--- src/hdl/bilinear_remap_frame_engine_defines.svh ---
// Assertion macros shared by the frame engine modules.
`ifndef BILINEAR_REMAP_FRAME_ENGINE_DEFINES_SVH
`define BILINEAR_REMAP_FRAME_ENGINE_DEFINES_SVH

// Check that cons holds in the same cycle as ante.
`define BRE_ASSERT_IMPLY(label, clk, rst_n, ante, cons, msg) \
    label: assert property (@(posedge clk) disable iff (!(rst_n)) (ante) |-> (cons)) \
        else $error(msg);

// Check that cons holds in the cycle after ante.
`define BRE_ASSERT_NEXT(label, clk, rst_n, ante, cons, msg) \
    label: assert property (@(posedge clk) disable iff (!(rst_n)) (ante) |=> (cons)) \
        else $error(msg);

`endif

--- src/hdl/bre_pkg.sv ---
package bre_pkg;

    // Field widths
    localparam int PIX_W      = 8;
    localparam int X_W        = 9;
    localparam int Y_W        = 8;
    localparam int DEST_W     = 17;
    localparam int FW_W       = 10;
    localparam int FH_W       = 9;
    localparam int CFG_DATA_W = 10;
    localparam int SUM_W      = 18;
    localparam int PROD_W     = 2 * PIX_W;

    // Stream payload layout
    localparam int S_TDATA_W = 64;
    localparam int M_TDATA_W = 32;
    localparam int OFF_X     = 0;
    localparam int OFF_Y     = OFF_X + X_W;
    localparam int OFF_WTL   = OFF_Y + Y_W;
    localparam int OFF_WTR   = OFF_WTL + PIX_W;
    localparam int OFF_WBL   = OFF_WTR + PIX_W;
    localparam int OFF_WBR   = OFF_WBL + PIX_W;
    localparam int OFF_WV    = OFF_WBR + PIX_W;
    localparam int M_USED_W  = PIX_W + DEST_W;

    // Request kinds
    localparam logic OP_WRITE = 1'b1;

    // Register indexes
    localparam logic CFG_FRAME_WIDTH  = 1'b0;
    localparam logic CFG_FRAME_HEIGHT = 1'b1;

    // Register reset values
    localparam logic [FW_W-1:0] FRAME_WIDTH_RST  = 10'd512;
    localparam logic [FH_W-1:0] FRAME_HEIGHT_RST = 9'd256;

    // Neighbor codes
    localparam logic [1:0] NBR_TL = 2'd0;
    localparam logic [1:0] NBR_TR = 2'd1;
    localparam logic [1:0] NBR_BL = 2'd2;
    localparam logic [1:0] NBR_BR = 2'd3;

    localparam logic [PIX_W-1:0] PIX_MAX = 8'hFF;

    typedef enum logic [2:0] {
        ST_CLEAR,
        ST_IDLE,
        ST_ADDR,
        ST_WRITE,
        ST_READ,
        ST_FIN
    } state_t;

    typedef struct packed {
        logic       load_item;
        logic       clear_en;
        logic       calc_addr;
        logic       write_src;
        logic       rd_en;
        logic [1:0] rd_sel;
        logic       acc_clear;
        logic       mac_en;
        logic [1:0] mac_sel;
        logic       commit;
    } cmd_t;

    typedef struct packed {
        logic clear_done;
        logic is_write;
        logic out_free;
    } status_t;

endpackage

--- src/hdl/bre_ctrl.sv ---
`include "bilinear_remap_frame_engine_defines.svh"

module bre_ctrl (
    input  logic             aclk,
    input  logic             aresetn,
    input  logic             s_tvalid,
    output logic             s_tready,
    input  bre_pkg::status_t status,
    output bre_pkg::cmd_t    cmd
);
    import bre_pkg::*;

    state_t     state_reg, state_next;
    logic [1:0] rd_cnt_reg, rd_cnt_next;

    // State register
    always_ff @(posedge aclk) begin
        if (!aresetn) begin
            state_reg  <= ST_CLEAR;
            rd_cnt_reg <= NBR_TL;
        end else begin
            state_reg  <= state_next;
            rd_cnt_reg <= rd_cnt_next;
        end
    end

    // Next state and commands
    always_comb begin
        state_next  = state_reg;
        rd_cnt_next = rd_cnt_reg;
        cmd         = '0;
        s_tready    = 1'b0;
        unique case (state_reg)
            ST_CLEAR: begin
                cmd.clear_en = 1'b1;
                if (status.clear_done) begin
                    state_next = ST_IDLE;
                end
            end
            ST_IDLE: begin
                s_tready = 1'b1;
                if (s_tvalid) begin
                    cmd.load_item = 1'b1;
                    state_next    = ST_ADDR;
                end
            end
            ST_ADDR: begin
                cmd.calc_addr = 1'b1;
                cmd.acc_clear = 1'b1;
                rd_cnt_next   = NBR_TL;
                state_next    = status.is_write ? ST_WRITE : ST_READ;
            end
            ST_WRITE: begin
                cmd.write_src = 1'b1;
                state_next    = ST_IDLE;
            end
            ST_READ: begin
                // issue one neighbor read, fold in the previous one
                cmd.rd_en  = 1'b1;
                cmd.rd_sel = rd_cnt_reg;
                if (rd_cnt_reg != NBR_TL) begin
                    cmd.mac_en  = 1'b1;
                    cmd.mac_sel = rd_cnt_reg - 2'd1;
                end
                if (rd_cnt_reg == NBR_BR) begin
                    state_next = ST_FIN;
                end else begin
                    rd_cnt_next = rd_cnt_reg + 2'd1;
                end
            end
            ST_FIN: begin
                // hold until the output register can take the result
                cmd.mac_sel = NBR_BR;
                if (status.out_free) begin
                    cmd.commit = 1'b1;
                    state_next = ST_IDLE;
                end
            end
            default: begin
                state_next = ST_CLEAR;
            end
        endcase
    end

    `BRE_ASSERT_IMPLY(a_no_accept_in_clear, aclk, aresetn, state_reg == ST_CLEAR, !s_tready, "request taken during clear pass")
    `BRE_ASSERT_NEXT(a_read_to_fin, aclk, aresetn, (state_reg == ST_READ) && (rd_cnt_reg == NBR_BR), state_reg == ST_FIN, "fourth read did not lead to blend")
    `BRE_ASSERT_NEXT(a_fin_to_idle, aclk, aresetn, (state_reg == ST_FIN) && status.out_free, state_reg == ST_IDLE, "committed result did not return to idle")

endmodule

--- config.mk ---
export PLATFORM = sky130hd
export DESIGN_NAME = bre_ctrl
export DESIGN_NICKNAME = d
export VERILOG_FILES = /design/src/hdl/bre_pkg.sv /design/src/hdl/bre_ctrl.sv
export VERILOG_INCLUDE_DIRS = /design/src /design/src/hdl
export SDC_FILE = /design/constraint.sdc
export NUM_CORES = 1
export LEC_CHECK = 0
export BUFFER_PORTS_ARGS = -buffer_cell sky130_fd_sc_hd__buf_2
export CAP_MARGIN = 20
export CORE_UTILIZATION = 35
export DETAILED_ROUTE_END_ITERATION = 8
export GPL_ROUTABILITY_DRIVEN = 0
export PLACE_DENSITY = 0.67
export SYNTH_ARGS = -nofsm -noshare
export SYNTH_HDL_FRONTEND = slang
export SYNTH_SLANG_ARGS = --single-unit
--- constraint.sdc ---
create_clock -name aclk -period 1.6 [get_ports aclk]
set_input_delay 0.24 -clock aclk [delete_from_list [all_inputs] [get_ports aclk]]
set_output_delay 0.24 -clock aclk [all_outputs]
set_load 0.005 [all_outputs]
==> results.toml <==
[die]
placementRows = 13
coreArea_um2 = 1301
fp.dieH_um = 39.58
die_x_um = 39.58
io_pins = 19
initial_core_util_pct = 37.98
die-area_um2 = 1566

[clock_tree]
clock_latency_ps = 230
htree_num_levels = 1
cts_tree = "done"
numClockSinks = 5
clockRootBuffer = "clkbuf_4"
clk_pin_slew_worst_paths_ps = 40
post_cts_buffers = 0
numCtsBuffers = 3
cts_buffer_depth = 2

[critical_path]
critPathCaptureType = "primary output"
ff2ff_path_depth = 5
arrival_ps = 1230
crit_path_start_kind = "register"
cp_data_required_time_ps = 1360
cp-startpoint = "state_reg[0]"
worstSetupPathType = "register to primary output"
path_max_fanout = 6
rr_startpoint = "rd_cnt_reg[0]"

[power_and_ir_drop]
p_comb_share_pct = 43.4
pwr-share-clk_pct = 24.1
p_total_uw = 578.8
p_sw_share_pct = 36.86
internal_power_uw = 365.5
net-switching-power_uw = 213.3
seq_power_share_pct = 32.5
p_leak_uw = 0.0002862
max-vdd-ir-drop_mv = 0.6677
p_per_area_nw_per_um2 = 967.7

[layout]
multiInputGateArea_um2 = 337.8
syn_to_final_growth_pct = 21.01
drive_gt1_share_pct = 34.94
nets = 94
regArea_um2 = 102.6
fin_area_um2 = 598.1
fill_cells = 155
n_antenna_cell = 0
largest_reg_flops = 3

[grt]
antenna_found_initial = 0
grt_max_degree = 19
gr-total-overflow = 0
globalRouteTotalUtil_pct = 14.45
grt_pass1_wl_mm = 1.462
grt_pass1_vias = 372

[timing]
finalSetupTns_ps = 0
setup_viol = 0
hold_viol_final = 0
drv_slew = 0
min_period_ps = 1470
rsz0062_at_grt = "no"
slew_headroom_pct = 79.67
fin_worst_skew_ps = 0.3123
tightestPinTransition_ps = 304.6
worst_slack_ps = 129.8
max_freq_mhz = 680.2
period_share_pct = 91.89

[routing]
viasPerCell = 4.694
drtIter0Drc = 9
ant_nets = 0
avgRoutedWirePerCell_um = 9.867
num_vias = 460
wl_um = 967
first_pass_iters = 4
drc_errors = 0

[hold_path]
hp-class = "input pin to register"
worstHoldPathCells = 3
hp-start = "aresetn"

[job]
cap_violations = 0

[synth]
synth_fa_ha_area_share_pct = 10.13
synth-xor-area-share_pct = 0
yosysWarnings = 0
synth_seq_area_share_pct = 20.25
synth_compound_area_share_pct = 16.71
synthCells = 65
yosysUniqueCellTypes = 24
synth-simple-area-share_pct = 37.97
synth_top_family_by_area = "simple AND/OR/NAND/NOR gates"
syn_area_um2 = 494.2
ys_seq_elements = 5
syn-num-nets = 75
synth_mux_area_share_pct = 2.025
syn_area_per_cell_um2 = 7.603

[placement]
pre_cts_ws_ps = 199.0
port_buffers = 18
dpl-instance-area_um2 = 561.8

[run_status]
status = "finished, final reports clean"
-- final timing paths --
check                        to  slack [ps]
hold reg to reg    state_reg[2]         580
setup / recovery         cmd[3]         130
setup reg to reg  rd_cnt_reg[1]         200
hold / removal     state_reg[0]         290
-- placed cells by master (no fill, tap or decap), types with 3 or more instances in the layout --
master | synthesis | layout
buf_2 | 0 | 18
nor2b_1 | 5 | 5
o21ai_0 | 7 | 7
nor2_1 | 12 | 11
clkbuf_4 | 0 | 3
inv_1 | 4 | 4
dfxtp_1 | 5 | 3
nand2_1 | 4 | 4
ha_1 | 4 | 4
-- synthesized netlist by cell type, drive strengths merged --
cell	n	area share [%]
inv	4	3.0
nor2b	5	6.3
nand3	1	1.0
buf	5	9.9
dfxtp	5	20
o21bai	1	1.5
a22o	1	2.0
o21ai	7	7.1
nor3b	1	3.8
nand2	4	3.0
nand2b	3	5.8
and3	2	2.5
and2	2	2.5
a22oi	2	3.0
a21oi	1	1.0
nor4b	1	1.8
nor2	12	9.1
mux2i	1	2.0
a32o	1	2.0
nor3	2	2.0
ha	4	10
-- critical path: stages (launching register included) --
cell and delay [ps]:
dfxtp_1 490, nor2_4 90, and2_1 180, nor2b_1 120, buf_2 120
-- cell type report --
type | count | share of cell area [%]
multi-input combinational | 51 | 56.49
sequential | 5 | 17.15
timing repair buffer | 19 | 16.32
clock buffer | 4 | 4.393
tap | 15 | 3.138
inverter | 4 | 2.510
-- timing repair --
item,4_1_cts,5_1_grt
gates resized for setup,1,3
hold endpoints to repair,0,0
hold buffers,0,0
endpoints found under the setup margin,1,2
-- metal layers --
layer | vias up | global-route usage, % | share of wire (%)
met5 | - | 0 | 0
met4 | 0 | 10.34 | 0
met3 | 0 | 3.409 | 3.1
met2 | 9 | 21.72 | 46
met1 | 199 | 17.63 | 51
li1 | 252 | - | -
-- power by group through the flow --
stage                     sequential [uW]  combinational (uW)  clock (uW)
after global placement                182                 242           0
after global routing                  192                 285         165
after floorplan                       151                 225           0
after detailed placement              181                 245           0
final                                 188                 251         140
after CTS                             181                 248         149
-- cells by family after synthesis --
kind of cell / Yosys count
buf+inv: 9
simple gates: 33
mux: 1
fa+ha+maj: 4
flops: 5
compound gates: 13
-- through the flow --
stage          util, %  instances  hold WS [ps]
2_1_floorplan        -         65         348.6
3_3_place_gp     43.17         94         527.4
3_5_place_dp     43.17         94         530.4
4_1_cts          45.38         98         283.5
5_1_grt          45.96         98         300.2
6_report         45.96         98         292.1
Note: power is estimated with default switching activity, not from simulation.
